### config.mk
export PLATFORM = sky130hd
export DESIGN_NAME = seven_segment_scan_driver_top
export DESIGN_NICKNAME = d
export VERILOG_FILES = /design/src/sv/ssd_pkg.sv /design/src/sv/seven_segment_scan_driver_top.sv /design/src/sv/ssd_input_stage.sv /design/src/sv/ssd_display_core.sv
export SDC_FILE = /design/constraint.sdc
export NUM_CORES = 1
export LEC_CHECK = 0
export CORE_AREA = 2 2 189 191
export DETAILED_ROUTE_END_ITERATION = 10
export DIE_AREA = 0 0 191 193
export DONT_BUFFER_PORTS = 1
export SYNTH_ARGS = -nofsm -noshare
export SYNTH_HDL_FRONTEND = slang
export SYNTH_SLANG_ARGS = --single-unit
### constraint.sdc
create_clock -name clk -period 9.88 [get_ports clk]
set_input_delay 0.988 -clock clk [delete_from_list [all_inputs] [get_ports clk]]
set_output_delay 0.988 -clock clk [all_outputs]
set_load 0.1 [all_outputs]
### src/sv/ssd_pkg.sv
`timescale 1ns / 1ps

package ssd_pkg;

    // Field widths of the item and result beats.
    localparam int COMMAND_BITS = 3;
    localparam int NUMBER_BITS  = 16;
    localparam int ANODE_LINES  = 4;
    localparam int SEG_LINES    = 7;

    // Default geometry of the display.
    localparam int DEF_DIGIT_COUNT   = 4;
    localparam int DEF_SEGMENT_COUNT = 7;

    // Decimal conversion covers four digits of a value up to this limit.
    localparam int DEC_DIGITS    = 4;
    localparam int VALUE_BITS    = 14;
    localparam int NUMBER_LIMIT  = 9999;
    localparam int PROD_BITS     = 28;
    // floor(x * RECIP >> SHIFT) equals floor(x / 10^k) for every x up to the limit.
    localparam int TENS_RECIP    = 6554;
    localparam int TENS_SHIFT    = 16;
    localparam int HUND_RECIP    = 5243;
    localparam int HUND_SHIFT    = 19;
    localparam int THOU_RECIP    = 8389;
    localparam int THOU_SHIFT    = 23;

    typedef enum logic [COMMAND_BITS-1:0] {
        CMD_TICK   = 3'd0,
        CMD_NUMBER = 3'd1,
        CMD_OPEN   = 3'd2,
        CMD_DONE   = 3'd3,
        CMD_EMPTY  = 3'd4
    } command_t;

    // Character codes held in the digit store.
    localparam logic [3:0] CODE_ZERO  = 4'd0;
    localparam logic [3:0] CODE_BLANK = 4'd10;
    localparam logic [3:0] CODE_O     = 4'd11;
    localparam logic [3:0] CODE_P     = 4'd12;
    localparam logic [3:0] CODE_E     = 4'd13;
    localparam logic [3:0] CODE_N     = 4'd14;
    localparam logic [3:0] CODE_D     = 4'd15;

    typedef struct packed {
        logic                  in_range;
        logic [VALUE_BITS-1:0] value;
        logic [9:0]            tens;
        logic [6:0]            hundreds;
        logic [3:0]            thousands;
    } number_prep_t;

    typedef struct packed {
        command_t     command;
        number_prep_t num;
    } stage_beat_t;

    // Segment pattern of a character, segments a..g in bits 0..6; bit 7 is never lit.
    function automatic logic [7:0] glyph(input logic [3:0] code);
        logic [7:0] pattern;
        unique case (code)
            4'd0:    pattern = 8'h3F;
            4'd1:    pattern = 8'h06;
            4'd2:    pattern = 8'h5B;
            4'd3:    pattern = 8'h4F;
            4'd4:    pattern = 8'h66;
            4'd5:    pattern = 8'h6D;
            4'd6:    pattern = 8'h7D;
            4'd7:    pattern = 8'h07;
            4'd8:    pattern = 8'h7F;
            4'd9:    pattern = 8'h6F;
            4'd10:   pattern = 8'h00;
            4'd11:   pattern = 8'h5C;
            4'd12:   pattern = 8'h73;
            4'd13:   pattern = 8'h79;
            4'd14:   pattern = 8'h54;
            default: pattern = 8'h5E;
        endcase
        return pattern;
    endfunction

    // Character for store entry idx (entry 0 is the rightmost digit) of a fixed word.
    function automatic logic [3:0] word_code(input command_t cmd, input int idx);
        logic [3:0] code;
        code = CODE_BLANK;
        if (idx < DEC_DIGITS) begin
            unique case (cmd)
                CMD_OPEN:
                begin
                    unique case (idx)
                        0:       code = CODE_N;
                        1:       code = CODE_E;
                        2:       code = CODE_P;
                        default: code = CODE_O;
                    endcase
                end
                CMD_DONE:
                begin
                    unique case (idx)
                        0:       code = CODE_E;
                        1:       code = CODE_N;
                        2:       code = CODE_O;
                        default: code = CODE_D;
                    endcase
                end
                default: code = CODE_BLANK;
            endcase
        end
        return code;
    endfunction

endpackage

### src/sv/seven_segment_scan_driver_top.sv
`timescale 1ns / 1ps

// Multiplexed seven-segment driver that lights a single segment of a single
// digit at a time. Each input beat carries a command: tick steps the scan to
// the next segment place (digit-major, wrapping after the last segment of the
// last digit), set number loads 0..9999 as decimal digits with leading zeros
// (larger values are ignored), and set open, set done and set empty load the
// words "oPEn", "donE" or blanks. Every input beat yields exactly one output
// beat carrying the anode lines (active high, at most one set, bit 0 is the leftmost
// digit) and the cathode lines (segments a..g, active low) as they stand after
// the command; commands other than tick leave the lines unchanged. After reset
// the display holds 0000 with all lines off. The block takes one beat per
// clock: an input register feeds a result register, which presents the
// result beat of an item; throughput is limited only by output backpressure.
module seven_segment_scan_driver_top
    import ssd_pkg::*;
#(
    parameter int DIGIT_COUNT   = DEF_DIGIT_COUNT,
    parameter int SEGMENT_COUNT = DEF_SEGMENT_COUNT
)
(
    input  logic                    clk,
    input  logic                    rst_n,
    input  logic                    in_valid,
    output logic                    in_ready,
    input  logic [COMMAND_BITS-1:0] command,
    input  logic [NUMBER_BITS-1:0]  number,
    output logic                    out_valid,
    input  logic                    out_ready,
    output logic [ANODE_LINES-1:0]  anode_drive,
    output logic [SEG_LINES-1:0]    cathode_drive
);

    logic        stage_valid;
    logic        stage_ready;
    stage_beat_t stage_beat;

    ssd_input_stage u_input_stage (
        .clk         (clk),
        .rst_n       (rst_n),
        .in_valid    (in_valid),
        .in_ready    (in_ready),
        .command     (command),
        .number      (number),
        .stage_valid (stage_valid),
        .stage_ready (stage_ready),
        .stage_beat  (stage_beat)
    );

    ssd_display_core #(
        .DIGIT_COUNT   (DIGIT_COUNT),
        .SEGMENT_COUNT (SEGMENT_COUNT)
    ) u_display_core (
        .clk           (clk),
        .rst_n         (rst_n),
        .stage_valid   (stage_valid),
        .stage_ready   (stage_ready),
        .stage_beat    (stage_beat),
        .out_valid     (out_valid),
        .out_ready     (out_ready),
        .anode_drive   (anode_drive),
        .cathode_drive (cathode_drive)
    );

endmodule

### src/sv/ssd_input_stage.sv
`timescale 1ns / 1ps

module ssd_input_stage
    import ssd_pkg::*;
(
    input  logic                    clk,
    input  logic                    rst_n,
    input  logic                    in_valid,
    output logic                    in_ready,
    input  logic [COMMAND_BITS-1:0] command,
    input  logic [NUMBER_BITS-1:0]  number,
    output logic                    stage_valid,
    input  logic                    stage_ready,
    output stage_beat_t             stage_beat
);

    logic                  valid_reg;
    logic                  valid_next;
    stage_beat_t           beat_reg;
    stage_beat_t           beat_next;
    logic [VALUE_BITS-1:0] value;
    logic [PROD_BITS-1:0]  prod_tens;
    logic [PROD_BITS-1:0]  prod_hund;
    logic [PROD_BITS-1:0]  prod_thou;

    assign in_ready    = !valid_reg || stage_ready;
    assign stage_valid = valid_reg;
    assign stage_beat  = beat_reg;

    // The quotients by 10, 100 and 1000 are formed in parallel here, so that the
    // next stage only has small subtractions left to split out the digits.
    assign value     = number[VALUE_BITS-1:0];
    assign prod_tens = PROD_BITS'(value) * PROD_BITS'(TENS_RECIP);
    assign prod_hund = PROD_BITS'(value) * PROD_BITS'(HUND_RECIP);
    assign prod_thou = PROD_BITS'(value) * PROD_BITS'(THOU_RECIP);

    always_comb
    begin
        beat_next                  = beat_reg;
        valid_next                 = valid_reg;
        if (in_valid && in_ready)
        begin
            valid_next                 = 1'b1;
            beat_next.command          = command_t'(command);
            beat_next.num.in_range     = (number <= NUMBER_BITS'(NUMBER_LIMIT));
            beat_next.num.value        = value;
            beat_next.num.tens         = prod_tens[TENS_SHIFT +: 10];
            beat_next.num.hundreds     = prod_hund[HUND_SHIFT +: 7];
            beat_next.num.thousands    = prod_thou[THOU_SHIFT +: 4];
        end
        else if (stage_ready)
        begin
            valid_next = 1'b0;
        end
    end

    always_ff @(posedge clk or negedge rst_n)
    begin
        if (!rst_n)
        begin
            valid_reg <= 1'b0;
        end
        else
        begin
            valid_reg <= valid_next;
        end
    end

    always_ff @(posedge clk)
    begin
        beat_reg <= beat_next;
    end

endmodule

### src/sv/ssd_display_core.sv
`timescale 1ns / 1ps

module ssd_display_core
    import ssd_pkg::*;
#(
    parameter int DIGIT_COUNT   = DEF_DIGIT_COUNT,
    parameter int SEGMENT_COUNT = DEF_SEGMENT_COUNT
)
(
    input  logic                   clk,
    input  logic                   rst_n,
    input  logic                   stage_valid,
    output logic                   stage_ready,
    input  stage_beat_t            stage_beat,
    output logic                   out_valid,
    input  logic                   out_ready,
    output logic [ANODE_LINES-1:0] anode_drive,
    output logic [SEG_LINES-1:0]   cathode_drive
);

    localparam int DIGIT_BITS = (DIGIT_COUNT > 1) ? $clog2(DIGIT_COUNT) : 1;
    localparam int SEG_BITS   = $clog2(SEGMENT_COUNT);

    logic                   fire;
    logic                   out_valid_reg;
    logic                   out_valid_next;
    logic [DIGIT_BITS-1:0]  digit_reg;
    logic [DIGIT_BITS-1:0]  digit_next;
    logic [SEG_BITS-1:0]    seg_reg;
    logic [SEG_BITS-1:0]    seg_next;
    logic [3:0]             codes_reg [DIGIT_COUNT];
    logic [3:0]             codes_next [DIGIT_COUNT];
    logic [ANODE_LINES-1:0] anode_reg;
    logic [ANODE_LINES-1:0] anode_next;
    logic [SEG_LINES-1:0]   cathode_reg;
    logic [SEG_LINES-1:0]   cathode_next;
    logic [3:0]             dec_digit [DEC_DIGITS];
    logic [DIGIT_BITS-1:0]  store_index;
    logic [7:0]             pattern;
    logic                   lit;

    // The result register doubles as the drive-line state, so a stalled
    // result beat holds simply because nothing advances.
    assign stage_ready   = !out_valid_reg || out_ready;
    assign fire          = stage_valid && stage_ready;
    assign out_valid     = out_valid_reg;
    assign anode_drive   = anode_reg;
    assign cathode_drive = cathode_reg;

    assign dec_digit[0] = 4'(stage_beat.num.value
                             - VALUE_BITS'(stage_beat.num.tens) * VALUE_BITS'(10));
    assign dec_digit[1] = 4'(stage_beat.num.tens - 10'(stage_beat.num.hundreds) * 10'd10);
    assign dec_digit[2] = 4'(stage_beat.num.hundreds - 7'(stage_beat.num.thousands) * 7'd10);
    assign dec_digit[3] = stage_beat.num.thousands;

    // Next scan place, kept as digit and segment so no division is needed.
    always_comb
    begin
        seg_next   = seg_reg + SEG_BITS'(1);
        digit_next = digit_reg;
        if (seg_reg == SEG_BITS'(SEGMENT_COUNT - 1))
        begin
            seg_next = '0;
            if (digit_reg == DIGIT_BITS'(DIGIT_COUNT - 1))
            begin
                digit_next = '0;
            end
            else
            begin
                digit_next = digit_reg + DIGIT_BITS'(1);
            end
        end
    end

    // The leftmost digit shows the most significant store entry.
    assign store_index = DIGIT_BITS'(DIGIT_COUNT - 1) - digit_next;
    assign pattern     = glyph(codes_reg[store_index]);
    assign lit         = pattern[seg_next[2:0]];

    always_comb
    begin
        anode_next     = anode_reg;
        cathode_next   = cathode_reg;
        codes_next     = codes_reg;
        out_valid_next = out_valid_reg;
        if (out_ready)
        begin
            out_valid_next = 1'b0;
        end
        if (fire)
        begin
            out_valid_next = 1'b1;
            unique case (stage_beat.command)
                CMD_TICK:
                begin
                    for (int i = 0; i < ANODE_LINES; i++)
                    begin
                        anode_next[i] = lit && (32'(digit_next) == i);
                    end
                    for (int j = 0; j < SEG_LINES; j++)
                    begin
                        cathode_next[j] = !(lit && (32'(seg_next) == j));
                    end
                end
                CMD_NUMBER:
                begin
                    if (stage_beat.num.in_range)
                    begin
                        for (int i = 0; i < DIGIT_COUNT; i++)
                        begin
                            codes_next[i] = (i < DEC_DIGITS) ? dec_digit[i % DEC_DIGITS]
                                                             : CODE_ZERO;
                        end
                    end
                end
                CMD_OPEN, CMD_DONE, CMD_EMPTY:
                begin
                    for (int i = 0; i < DIGIT_COUNT; i++)
                    begin
                        codes_next[i] = word_code(stage_beat.command, i);
                    end
                end
                default:
                begin
                    codes_next = codes_reg;
                end
            endcase
        end
    end

    always_ff @(posedge clk or negedge rst_n)
    begin
        if (!rst_n)
        begin
            out_valid_reg <= 1'b0;
            digit_reg     <= '0;
            seg_reg       <= '0;
            anode_reg     <= '0;
            cathode_reg   <= '1;
            for (int i = 0; i < DIGIT_COUNT; i++)
            begin
                codes_reg[i] <= CODE_ZERO;
            end
        end
        else
        begin
            out_valid_reg <= out_valid_next;
            anode_reg     <= anode_next;
            cathode_reg   <= cathode_next;
            codes_reg     <= codes_next;
            if (fire && (stage_beat.command == CMD_TICK))
            begin
                digit_reg <= digit_next;
                seg_reg   <= seg_next;
            end
        end
    end

endmodule
**Word-level counts from Yosys, hierarchy flattened**

Memories as Yosys holds them, arrays and structs flattened.
Index checks and enable logic that the tools add are counted.

- Flip-flop bits (word level): 63
- ROM bits: 112
- Output and inout port bits: 13
- Word-level logic and storage cells: 101
- Memories: 1

- Add/subtract/negate cells: 6
- $mul: 6
- Magnitude comparators: 3
- Eq/ne operators: 16
- Multiplexer cells: 18
- Bitwise logic cells: 1
- Reductions and logical operators: 34

Memory list:

| memory | depth | bits a word | rd ports | clocked after memory_dff | wr ports | RTL line | source |
|---|---|---|---|---|---|---|---|
| (name not given) | 16 | 7 | 1 | 0 | 0 | ssd_pkg.sv:61 | `unique case (code)` |

Operator list:

| kind | number |
|---|---|
| one-hot mux 16 bit (2 select lines) | 1 |
| multiplier 14 x 14 -> 27 bit (second input constant) | 1 |
| multiplier 14 x 13 -> 26 bit (second input constant) | 1 |
| multiplier 14 x 12 -> 25 bit (second input constant) | 1 |
| one-hot mux 3 bit (2 select lines) | 4 |
| <= comparator 16 x 14 -> 1 bit (second input constant) | 1 |
| 2-to-1 mux 16 bit | 1 |
| equality test 3 bit (second input constant) | 5 |
| logical AND 1 bit | 14 |
| equality test 3 x 2 -> 1 bit (second input constant) | 4 |
| subtractor 4 bit | 3 |
| multiplier 10 x 3 -> 3 bit (second input constant) | 1 |
| logical NOT 1 bit | 9 |
| binary-select mux 4 bit (select 2 bit) | 1 |
| 2-to-1 mux 4 bit | 2 |
| multiplier 7 x 3 -> 3 bit (second input constant) | 1 |
| equality test 2 bit (second input constant) | 3 |
| equality test 3 x 1 -> 1 bit (second input constant) | 2 |
| logical NOT 3 bit | 2 |
| nonzero test 2 bit | 3 |
| 2-to-1 mux 1 bit | 5 |
| less-than comparator 3 x 4 -> 1 bit (second input constant) | 1 |
| multiplier 4 x 3 -> 3 bit (second input constant) | 1 |
| 2-to-1 mux 2 bit | 2 |
| 14 further kinds | 15 |

**Longest topological paths before layout**

An unclocked memory read counts as a cell.

- Depth after elaboration: 13
- Gate-level depth with buffers: 20

**By module**

Synthesis repeated with hierarchy kept, for this count alone.

- Cell total of the unflattened synthesis: 1172
- Area total of the unflattened synthesis: 11753.8 µm²

By module, submodules not included:

| module | times used | cells each | area each (µm²) | sequential area each (µm²) |
|---|---|---|---|---|
| ssd_input_stage | 1 | 914 | 9258.9 | 1196.1 |
| ssd_display_core | 1 | 258 | 2494.9 | 834.6 |

**Worst setup path before layout**

OpenSTA, ideal clock, no wires.

- Path type: input port to flip-flop
- Start point: input number[5]
- End point: register u_input_stage.beat_reg (netlist bit u_input_stage.stage_beat[7]) (data pin)
- Setup time: 0.260 ns
- Data arrival time: 5.367 ns
- Data required time: 9.620 ns
- Path slack: 4.253 ns
- Stages: 18
- Buffers on the path: 0
- Cell sequence: inv_1 > fa_1 > inv_1 > ha_1 > fa_1 > fa_1 > inv_1 > fa_1 > inv_1 > ha_1 > a21o_1 > a21o_1 > a21oi_1 > or3b_2 > a211o_1 > a31o_2 > a21oi_1 > xnor2_1

- Cells in the longest elaborated chain, start to end: 1

RTL lines:

| what | RTL line | source |
|---|---|---|
| start: declaration | seven_segment_scan_driver_top.sv:27 | `input logic [NUMBER_BITS-1:0] number,` |
| multiplier 14 x 13 -> 26 bit | ssd_input_stage.sv:34 | `assign prod_hund = PROD_BITS'(value) * PROD_BITS'(HUND_RECIP);` |
| named net u_input_stage.prod_hund[22] | ssd_input_stage.sv:23 | `logic [PROD_BITS-1:0] prod_hund;` |
| end signal: assignment | ssd_input_stage.sv:71 | `beat_reg <= beat_next;` |
| end: declaration | ssd_input_stage.sv:19 | `stage_beat_t beat_reg;` |

The timed path passes the listed nets, and every way through them passes these cells.
A chain may end at the register's enable or synchronous reset.

**Worst setup path in the final report**

Ends and elaborated chain as after synthesis.

==> summary.md <==
| Metric | Value |
|---|---|
| Number of global-route vias before repair | `7253` |
| Total GRT Usage | `0.132` |
| Max_cap viols | `0` |
| Reg2Reg Setup Slack | `5.80 ns` |
| Final period util | `0.560` |
| # DRC | `0` |
| Peak VDD IR | `0.000148 V` |
| Total length of routed wires | `23500 µm` |
| Area of the die | `0.0369 mm²` |
| Actual slew at the worst max-slew pin | `1.15 ns` |
| Final setup viols | `0` |
| Ranking of synthesized cells by area | `ha_1 (26%), fa_1 (25%), inv_1 (11%), dfrtp_1 (6.6%), edfxtp_1 (5.8%)` |
| Critical-path top delay cell | `fa_1` |
| Post-layout min period | `5.53 ns` |
| Setup crit start kind | `input port` |
| Setup Skew | `0.00579 ns` |
| Most frequent cells in the layout | `inv_1 (315), ha_1 (213), fa_1 (128), nand2_1 (41), nor2_1 (40)` |
| Post-route cell area | `0.0109 mm²` |
| Root buffer cell | `clkbuf_16` |
| Clock Latency Late Sink | `0.29 ns` |
| # clock sinks | `54` |
| Max FFs per register | `20` |
| Placement Rows | `69` |
| Flip-flop and latch area | `0.00146 mm²` |
| Die H | `193 µm` |
| Layout net count | `1440` |
| Internal power | `1230 µW` |
| Area grow syn2layout | `6.26%` |
| Comb power frac | `0.709` |
| Share of total power in sequential cells | `0.222` |
| Pwr dens | `227 mW/mm²` |
| # diodes | `0` |
| WHS | `0.388 ns` |
| Area leader, netlist | `ha_1` |
| CTS tree | `done` |
| Post-DP HPWL | `20400 µm` |
| Synthesized cell area | `0.0103 mm²` |
| Critical Path Sink Type | `flip-flop` |
| CP Class | `input port to flip-flop` |
| Adder-cell share of the synthesized area | `0.508` |
| Cells after Synth | `1083` |
| Antenna Violating Nets Remaining | `0` |
| Average size of a mapped cell | `9.51 µm²` |
| Detailed Routing Iterations Pass 1 | `4` |
| Setup TNS | `0 ns` |
| Htree depth | `2` |
| Routed len/inst | `15.3 µm` |
| Avg Vias per Cell | `4.55` |
| First DRT Iteration DRCs | `258` |
| Reg2Reg Depth | `9` |
| Post-synthesis sequential area ratio | `0.142` |
| Critical path arrival | `5.57 ns` |
| First-pass GRT wire length | `38200 µm` |
| Horiz. Die Dim | `191 µm` |
| Outcome | `completed` |
| Synth Area in Compound Gates | `0.102` |
| Library cells used by synthesis | `66` |
| Final GP Congestion | `0.875` |
| Share of layout cells above drive strength 1 | `0.0297` |
| Grt total ovfl | `0` |
| Longest Clk Path Bufs | `2` |
| Post-synth ARST share | `0.630` |
| Core ar. | `0.0350 mm²` |
| RSZ-0062 raised after global routing | `no` |
| Sw Share | `0.507` |
| R2r endpoint | `u_display_core.anode_drive[0]` |
| Largest family of logic cells by synthesized area | `adder cells` |
| Synthesis warning total | `0` |
| Required time of the critical path | `9.92 ns` |
| Multi-input gate area in the final layout | `0.00757 mm²` |
| Critical Path Max Stage Delay | `0.56 ns` |
| Post-synth EDFFs | `20` |
| Fill count | `3682` |
| Final core utilization | `0.313` |
| Placed cell area | `0.0108 mm²` |
| Seq cells post-synth | `54` |
| Hold Crit Class | `input port to async pin` |
| IO Pins | `36` |
| Simple-gate area share of the yosys netlist | `0.0785` |
| Most common cell after layout, fill and taps aside | `inv_1` |
| Clk pin slew, worst setup/hold paths | `0.07 ns` |
| Clk pwr share | `0.070` |
| Ys flop type | `dfrtp_1` |
| Switching pwr | `1260 µW` |
| Post CTS Setup Buffer Count | `0` |
| # hold bufs at CTS | `0` |
| Post-Syn Nets | `1447` |
| Worst r2r src | `u_display_core.seg_reg[0]` |
| Leak Pwr | `0.00576 µW` |
| Hold Vio Cnt, Final | `0` |
| Slew margin rel. | `0.231` |
| CTS Buf Count | `5` |
| XOR/XNOR share of the synthesized area | `0.0315` |
| Worst path cell trace | `inv_1 -> fa_1 -> inv_1 -> ha_1 -> fa_1 -> fa_1 -> inv_1 -> fa_1 -> inv_1 -> ha_1 -> a21o_1 -> a21o_1 -> a21oi_1 -> or3b_2 -> a211o_1 -> a31o_2 -> a21oi_1 -> xnor2_1` |
| Vias | `7000` |
| IO Port Bufs | `0` |
| Initial antenna violation count | `0` |
| Starting Density | `0.294` |
| Max Slew Vio Count | `0` |
| Largest net degree at the start of global routing | `35` |
| Fmax achieved | `181 MHz` |
| Mux contribution to synthesized area | `0.0160` |
| Crit-path max FO | `11` |
| PostCTS Resize Cnt | `0` |
| Yosys top cell area share | `0.259` |
==> cells by family after synthesis <==
| group | Yosys count |
|---|---|
| simple gates | 153 |
| flops | 54 |
| mux | 11 |
| fa+ha+maj | 341 |
| buf+inv | 330 |
| compound gates | 157 |
| xor+xnor | 37 |
==> stage by stage <==
step / cells / setup slack (ns) / total power (µW)
2_1_floorplan: 1083 / 4.25 / 1920
3_5_place_dp: 1530 / 4.03 / 2330
3_3_place_gp: 1530 / 4.09 / 2300
4_1_cts: 1538 / 4.34 / 2520
6_report: 1538 / 4.35 / 2490
5_1_grt: 1538 / 4.12 / 2820
==> power by group through the flow <==
stage               clock network [µW]  logic [µW]  registers, µW
global route                       186        2070            564
global placement                     0        1740            555
finish                             173        1760            551
detailed placement                   0        1770            557
floorplan                            0        1420            504
CTS                                178        1790            553
==> cell type report <==
type | instances | area share
Multi-Input combinational cell | 699 | 0.692
Sequential cell | 54 | 0.133
Inverter | 315 | 0.108
Tap cell | 461 | 0.0527
Clock buffer | 6 | 0.0118
Clock inverter | 2 | 0.00114
Timing Repair Buffer | 1 | 0.000686
==> per-layer routing <==
layer	vias up	global-route usage	share of wire
met1	3380	0.177	0.47
met4	0	0.0239	0.016
met5	-	0	0
met3	23	0.0194	0.045
met2	128	0.230	0.47
li1	3469	-	-
==> worst max-delay path, delay by kind of cell <==
kind	cells	cell delay (ns)
AO/OA/AOI/OAI	6	1.21
AND/OR/NAND/NOR	1	0.45
XOR/XNOR	1	0.07
adder cells (fa/ha/maj)	6	2.60
buffers and inverters	4	0.25
==> synthesized netlist by cell type, drive strengths merged, types with 5 or more instances <==
master / count
a21oi: 39
nor2b: 6
o211ai: 14
dfrtp: 27
ha: 213
fa: 128
a31oi: 9
inv: 315
and2: 7
nor2: 40
mux2i: 6
xor2: 14
clkbuf: 9
nand3: 10
o21ai: 35
nand4: 5
nor3: 8
nand2b: 10
nand3b: 5
dfstp: 7
edfxtp: 20
nand2: 41
xnor2: 23
o21a: 6
a211oi: 5
a21o: 13
buf: 6
==> worst max-delay path by stage <==
stage	start	endpoint	slack (ns)
after floorplan	number[5]	u_input_stage.stage_beat[7]	4.25
final	number[5]	u_input_stage.stage_beat[7]	4.35
after global placement	number[5]	u_input_stage.stage_beat[7]	4.09
after global routing	number[5]	u_input_stage.stage_beat[7]	4.12
after CTS	number[5]	u_input_stage.stage_beat[7]	4.34
after detailed placement	number[5]	u_input_stage.stage_beat[7]	4.03
Note: power is estimated with default switching activity, not from simulation.
